### config.mk
export PLATFORM = sky130hd
export DESIGN_NAME = hammersley_point_generator
export DESIGN_NICKNAME = d
export VERILOG_FILES = /design/src/rtl/core/hpg_pkg.sv /design/src/rtl/core/hammersley_point_generator.sv
export SDC_FILE = /design/constraint.sdc
export NUM_CORES = 2
export LEC_CHECK = 0
export ABC_AREA = 1
export CORE_ASPECT_RATIO = 1.1
export CORE_MARGIN = 4
export CORE_UTILIZATION = 30
export CTS_BUF_LIST = sky130_fd_sc_hd__clkbuf_8
export DETAILED_ROUTE_END_ITERATION = 12
export DONT_BUFFER_PORTS = 1
export GPL_TIMING_DRIVEN = 0
export PLACE_DENSITY = 0.41
export SETUP_SLACK_MARGIN = 0.4
export SLEW_MARGIN = 20
export SYNTH_ARGS = -nofsm -noshare
export SYNTH_HDL_FRONTEND = slang
export SYNTH_SLANG_ARGS = --single-unit
### constraint.sdc
create_clock -name clk_i -period 4.6 [get_ports clk_i]
set_clock_uncertainty 0.2 [all_clocks]
set_input_delay 0.92 -clock clk_i [delete_from_list [all_inputs] [get_ports clk_i]]
set_output_delay 0.92 -clock clk_i [all_outputs]
set_load 0.005 [all_outputs]
### src/rtl/core/hpg_pkg.sv
// ============================================================================
// Hammersley point generator package
// Widths, reset values and the radix-2 divider step shared by the core.
// ============================================================================
package hpg_pkg;

  localparam int CNT_W      = 17;  // row sample count
  localparam int ROW_W      = 2;   // row select
  localparam int IDX_IN_W   = 16;  // sample index port
  localparam int FRAC_W     = 24;  // first coordinate fraction
  localparam int RADINV_W   = 32;  // second coordinate fraction
  localparam int CFG_IDX_W  = 2;   // configuration register index

  // Quotient bits resolved per divider stage, and the resulting stage count.
  localparam int STAGE_BITS = 2;
  localparam int DIV_STAGES = FRAC_W / STAGE_BITS;

  localparam logic [CNT_W-1:0] COUNT_RESET = 17'd64;

  typedef logic [CNT_W-1:0]    cnt_t;
  typedef logic [FRAC_W-1:0]   frac_t;
  typedef logic [RADINV_W-1:0] radinv_t;

  typedef struct packed {
    logic q;
    cnt_t rem;
  } step_t;

  // One restoring division step. The partial remainder is always below the
  // divisor, so doubling it needs only one extra bit.
  function automatic step_t div_step(cnt_t rem, cnt_t cnt);
    logic [CNT_W:0] sh;
    logic [CNT_W:0] diff;
    step_t          res;
    sh   = {rem, 1'b0};
    diff = sh - {1'b0, cnt};
    if (sh >= {1'b0, cnt}) begin
      res.q   = 1'b1;
      res.rem = diff[CNT_W-1:0];
    end else begin
      res.q   = 1'b0;
      res.rem = sh[CNT_W-1:0];
    end
    return res;
  endfunction

endpackage

### src/rtl/core/hammersley_point_generator.sv
// ============================================================================
// Hammersley point generator
// One texel of a 2D Hammersley set per beat: index over row count as a 24-bit
// fraction and the base-2 radical inverse of the index.
// ============================================================================
// done_o rises once an accepted start_i has passed every pipeline register.
// Throughput: one item per cycle; the 24 quotient bits are resolved two per
// stage over a 12-stage divider pipeline, behind one input and one output
// register. busy_o stays low, as nothing downstream can hold results off.
// Reset empties the pipeline and sets every row count to 64.
module hammersley_point_generator #(
  parameter int INDEX_BITS = 16,
  parameter int ROW_COUNT  = 4
) (
  input  logic                               clk_i,
  input  logic                               rst_ni,
  input  logic                               start_i,
  output logic                               busy_o,
  input  logic [hpg_pkg::ROW_W-1:0]          row_select_i,
  input  logic [hpg_pkg::IDX_IN_W-1:0]       sample_index_i,
  input  logic                               cfg_we_i,
  input  logic [hpg_pkg::CFG_IDX_W-1:0]      cfg_idx_i,
  input  logic [hpg_pkg::CNT_W-1:0]          cfg_wdata_i,
  output logic                               done_o,
  output logic [hpg_pkg::FRAC_W-1:0]         first_coord_o,
  output logic [hpg_pkg::RADINV_W-1:0]       second_coord_o,
  output logic                               in_range_o
);
  import hpg_pkg::*;

  // Index bits that take part; the port holds at most IDX_IN_W of them.
  localparam int IDX_W = (INDEX_BITS < IDX_IN_W) ? INDEX_BITS : IDX_IN_W;

  // --------------------------------------------------------------------------
  // Row count registers
  // --------------------------------------------------------------------------
  cnt_t row_count_q [ROW_COUNT];

  always_ff @(posedge clk_i or negedge rst_ni) begin
    if (!rst_ni) begin
      for (int r = 0; r < ROW_COUNT; r++) begin
        row_count_q[r] <= COUNT_RESET;
      end
    end else if (cfg_we_i) begin
      for (int r = 0; r < ROW_COUNT; r++) begin
        if (cfg_idx_i == CFG_IDX_W'(r)) begin
          row_count_q[r] <= cfg_wdata_i;
        end
      end
    end
  end

  assign busy_o = 1'b0;

  // --------------------------------------------------------------------------
  // Input stage: row lookup and range check
  // --------------------------------------------------------------------------
  cnt_t             sel_count;
  logic [IDX_W-1:0] idx_in;
  logic             rng_in;

  always_comb begin
    sel_count = '0;
    for (int r = 0; r < ROW_COUNT; r++) begin
      if (row_select_i == ROW_W'(r)) begin
        sel_count = row_count_q[r];
      end
    end
  end

  assign idx_in = sample_index_i[IDX_W-1:0];
  assign rng_in = (CNT_W'(idx_in) < sel_count);

  // Pipeline registers; entry 0 is the input stage, entry DIV_STAGES the last
  // divider stage.
  logic             vld_q [DIV_STAGES+1];
  logic             rng_q [DIV_STAGES+1];
  cnt_t             cnt_q [DIV_STAGES+1];
  cnt_t             rem_q [DIV_STAGES+1];
  frac_t            quo_q [DIV_STAGES+1];
  logic [IDX_W-1:0] idx_q [DIV_STAGES+1];

  always_ff @(posedge clk_i or negedge rst_ni) begin
    if (!rst_ni) begin
      vld_q[0] <= 1'b0;
    end else begin
      vld_q[0] <= start_i && !busy_o;
    end
  end

  // An out-of-range index never reaches the output, so its remainder only
  // has to stay below the count; zero keeps that true.
  always_ff @(posedge clk_i) begin
    rng_q[0] <= rng_in;
    cnt_q[0] <= sel_count;
    rem_q[0] <= rng_in ? CNT_W'(idx_in) : '0;
    quo_q[0] <= '0;
    idx_q[0] <= idx_in;
  end

  // --------------------------------------------------------------------------
  // Divider stages
  // --------------------------------------------------------------------------
  for (genvar s = 0; s < DIV_STAGES; s++) begin : g_div
    cnt_t  rem_d;
    frac_t quo_d;

    always_comb begin
      step_t st;
      rem_d = rem_q[s];
      quo_d = quo_q[s];
      for (int b = 0; b < STAGE_BITS; b++) begin
        st    = div_step(rem_d, cnt_q[s]);
        rem_d = st.rem;
        quo_d = {quo_d[FRAC_W-2:0], st.q};
      end
    end

    always_ff @(posedge clk_i or negedge rst_ni) begin
      if (!rst_ni) begin
        vld_q[s+1] <= 1'b0;
      end else begin
        vld_q[s+1] <= vld_q[s];
      end
    end

    always_ff @(posedge clk_i) begin
      rng_q[s+1] <= rng_q[s];
      cnt_q[s+1] <= cnt_q[s];
      rem_q[s+1] <= rem_d;
      quo_q[s+1] <= quo_d;
      idx_q[s+1] <= idx_q[s];
    end
  end

  // --------------------------------------------------------------------------
  // Output stage: radical inverse and zeroing of out-of-range beats
  // --------------------------------------------------------------------------
  radinv_t radinv_d;

  always_comb begin
    radinv_d = '0;
    for (int k = 0; k < IDX_W; k++) begin
      radinv_d[RADINV_W-1-k] = idx_q[DIV_STAGES][k];
    end
  end

  logic    done_q;
  frac_t   first_q;
  radinv_t second_q;
  logic    in_range_q;

  always_ff @(posedge clk_i or negedge rst_ni) begin
    if (!rst_ni) begin
      done_q <= 1'b0;
    end else begin
      done_q <= vld_q[DIV_STAGES];
    end
  end

  always_ff @(posedge clk_i) begin
    in_range_q <= rng_q[DIV_STAGES];
    first_q    <= rng_q[DIV_STAGES] ? quo_q[DIV_STAGES] : '0;
    second_q   <= rng_q[DIV_STAGES] ? radinv_d : '0;
  end

  assign done_o         = done_q;
  assign first_coord_o  = first_q;
  assign second_coord_o = second_q;
  assign in_range_o     = in_range_q;

endmodule
==> reports/metrics.cfg <==
[status]
outcome = finished, final reports clean

[layout]
seq_area_sq_mm = 0.0187
final_nets = 6686
fillers = 15820
area_growth_syn_to_layout_pct = 24.1
drive_above_1_share_pct = 17.7
multiInputGateArea_sq_mm = 0.0265

[worst_setup_path]
cp.arrival_ns = 4.63
worstPathRequired_ns = 5.17
startpoint_type = flop
crit_type = reg -> reg
critPathMaxFanout = 10
end_kind = flop

[floorplanning]
core_sq_mm = 0.150
num_rows = 149
io_pins = 100
chipHeight_um = 416
dieArea_sq_mm = 0.158
die_w_um = 379
initial_utilization_pct = 30.2

[logic_synthesis]
synth-simple-area-share_pct = 23.5
syn_area_sq_mm = 0.0454
synth_compound_gate_area_share_pct = 11.8
synth_top_family_by_area = simple AND/OR/NAND/NOR gates
ys_seq_area_share_pct = 40.9
ys.flop_type = dfxtp_1
synthMuxAreaShare_pct = 0
synth_edf_count = 0
postSynth.asyncResetShare_pct = 9.04
yosys.cell_types.count = 56
avgSynthCellArea_sq_um = 7.76
synthAdderAreaFrac_pct = 11.8
synth_xor_area_share_pct = 5.05
synth-seq-cells = 907
syn-instance-count = 5852
ys_warn_count = 0

[detailed_routing]
drt_iter0_drc = 1678
drtAntennaViolNets = 0
drt_wl_total_um = 138000
post_drt_wl_per_cell_um = 16.6
first_pass_iters = 8
route.detailed.drc = 0
via_per_inst = 4.59
vias = 38167

[global_routing]
gr-usage-met2_pct = 29.4
gr-total-overflow = 0
antenna_found_initial = 4
grt_max_degree = 83
met1_usage_pct = 21.7
grt_util_met3_pct = 2.67
track_usage_pct = 17.2
grt_pass1_vias = 38120
busiest_layer = met2
grt_pass1_wl_um = 213000

[timing]
max_freq_ghz = 0.246
rsz0062_at_grt = true
finalHoldViolCount = 0
slew_viol_final = 0
fin_ws_ns = 0.537
timing.slew.headroom_pct = 50.4
period_share_pct = 88.3
setup_viol = 0
min_period_ns = 4.06
worst_pin_slew_ns = 0.744

[run]
max_cap_violations = 0

[placement]
place_congestion = 0.853
preCtsSetupSlack_ns = -0.543
numPortBuffers = 0
dp_hpwl_um = 106000

[clocking]
clock_sinks = 907
cts-root-buf = clkbuf_8
cts_tree = built
clk_latency_ns = 0.91
cts.clk_slew.worst_paths_ns = 0.06
h-tree-depth = 4
cts_max_path_buffers = 3
cts_made_buffers = 164

[worst_hold_path]
min_path_type = reg -> reg

## critical path: stages (launching register included)
cell,delay (ns)
dfxtp_1,0.36
inv_1,0.10
ha_4,0.28
inv_1,0.05
o21bai_1,0.17
nand2_1,0.09
nand2_2,0.10
nand3b_1,0.22
nand3_2,0.14
nand2_4,0.16
inv_4,0.08
buf_6,0.15
nand2_1,0.08
o21ai_2,0.08
ha_1,0.34
a21oi_2,0.22
o21a_1,0.14
nor2_1,0.04
nor2_1,0.09
nand2_1,0.10
a21oi_2,0.19
nand3_4,0.13
buf_6,0.15
buf_6,0.14
nand2_1,0.06
nand2_1,0.06
## metrics by stage
stage | hold WS [ns] | TNS (ns) | util, % | area, sq um | instances
after floorplan | 0.110 | 0 | - | 45500 | 5868
after global placement | 0.110 | -29.27 | 31.9 | 47900 | 7831
after detailed placement | 0.112 | -29.28 | 31.9 | 47900 | 7831
after CTS | 0.0575 | 0 | 35.7 | 53600 | 8251
after global routing | 0.100 | 0 | 37.5 | 56300 | 8321
final | 0.104 | 0 | 37.5 | 56300 | 8322
## flip-flops by register name, indices dropped and copies added (netlist names)
| signal | count |
|---|---|
| cnt_q | 204 |
| done_o | 1 |
| first_coord_o | 24 |
| idx_q | 208 |
| in_range_o | 1 |
| quo_q | 156 |
| rem_q | 203 |
| rng_q | 13 |
| row_count_q | 68 |
| second_coord_o | 16 |
| vld_q | 13 |
## layout by cell type (no fill, tap or decap), types with 170 or more instances in the layout
cell      count
nand3_1     276
a21oi_1     299
buf_4       170
nand2_1    1685
nor2_1      264
dfxtp_1     759
inv_1       641
clkbuf_8    202
ha_1        258
o21ai_0     314
## repair_timing
action	4_1_cts	5_1_grt
endpoints found under the setup margin	198	197
hold buffers	36	0
cloned	6	5
gates resized for setup	269	427
pin swaps	59	95
hold endpoints to repair	183	0
buffers inserted	78	64
## path summary, 6_finish.rpt
check                                  start               to  slack, ns  depth (start not counted)
worst max-delay path            cnt_q[1][41]     rem_q[1][58]       0.54                         25
worst min-delay path             quo_q[6][2]      quo_q[7][4]       0.10                          0
worst max register to register  cnt_q[1][41]     rem_q[1][58]       0.54                         25
worst min register to register   quo_q[6][2]      quo_q[7][4]       0.10                          0
max in group asynchronous             rst_ni   row_count_q[6]       3.45                          2
min in group asynchronous             rst_ni  row_count_q[11]       0.41                          2
## synthesized netlist by cell type, types with 13 or more instances
cell type	n	area share (%)
a21oi_1	360	4.0
o21ai_0	361	4.0
clkbuf_1	24	0.20
a21o_1	48	0.79
nand2_1	1728	14
inv_1	639	5.3
ha_1	410	11
nand3b_1	36	0.60
o21bai_1	58	0.96
dfrtp_1	78	4.3
or2_2	30	0.41
nor2_1	280	2.3
xor2_1	141	2.7
nand3_1	288	3.2
nand3_2	13	0.29
o21a_1	14	0.23
o21ai_1	70	0.77
inv_2	15	0.12
xnor2_1	121	2.3
buf_2	26	0.29
nor3_1	37	0.41
nand2_2	26	0.36
o21ai_2	16	0.31
dfxtp_1	825	36
buf_6	18	0.45
nand4_1	41	0.57
buf_4	31	0.51
## cell type report
type,instances,share of cell area [%]
Multi-Input combinational cell,4205,47.0
Sequential cell,907,33.2
Clock buffer,202,4.93
Inverter,655,4.48
Tap cell,1963,4.36
Timing Repair Buffer,189,2.94
Buffer,101,1.53
Clock inverter,98,1.52
Antenna cell,2,0.00888
## cells by family (layout without fill, tap and decap cells)
family	count (synthesis)	after routing
adders and majority gates	422	422
xor gates and xnor gates	262	262
buffers and inverters	756	1245
AOI/OAI and AO/OA	974	974
DFF	907	907
other	1	19
and+or+nand+nor	2530	2530
## metal layers
layer  part of all wire (%)  wire length [um]
met5                      0                 0
met3                    3.1              4260
met4                    3.2              4450
met2                     48             66100
met1                     46             63300
Power is not shown: default switching activity piles up to over one toggle a cycle in this logic, so the estimate is an artifact.
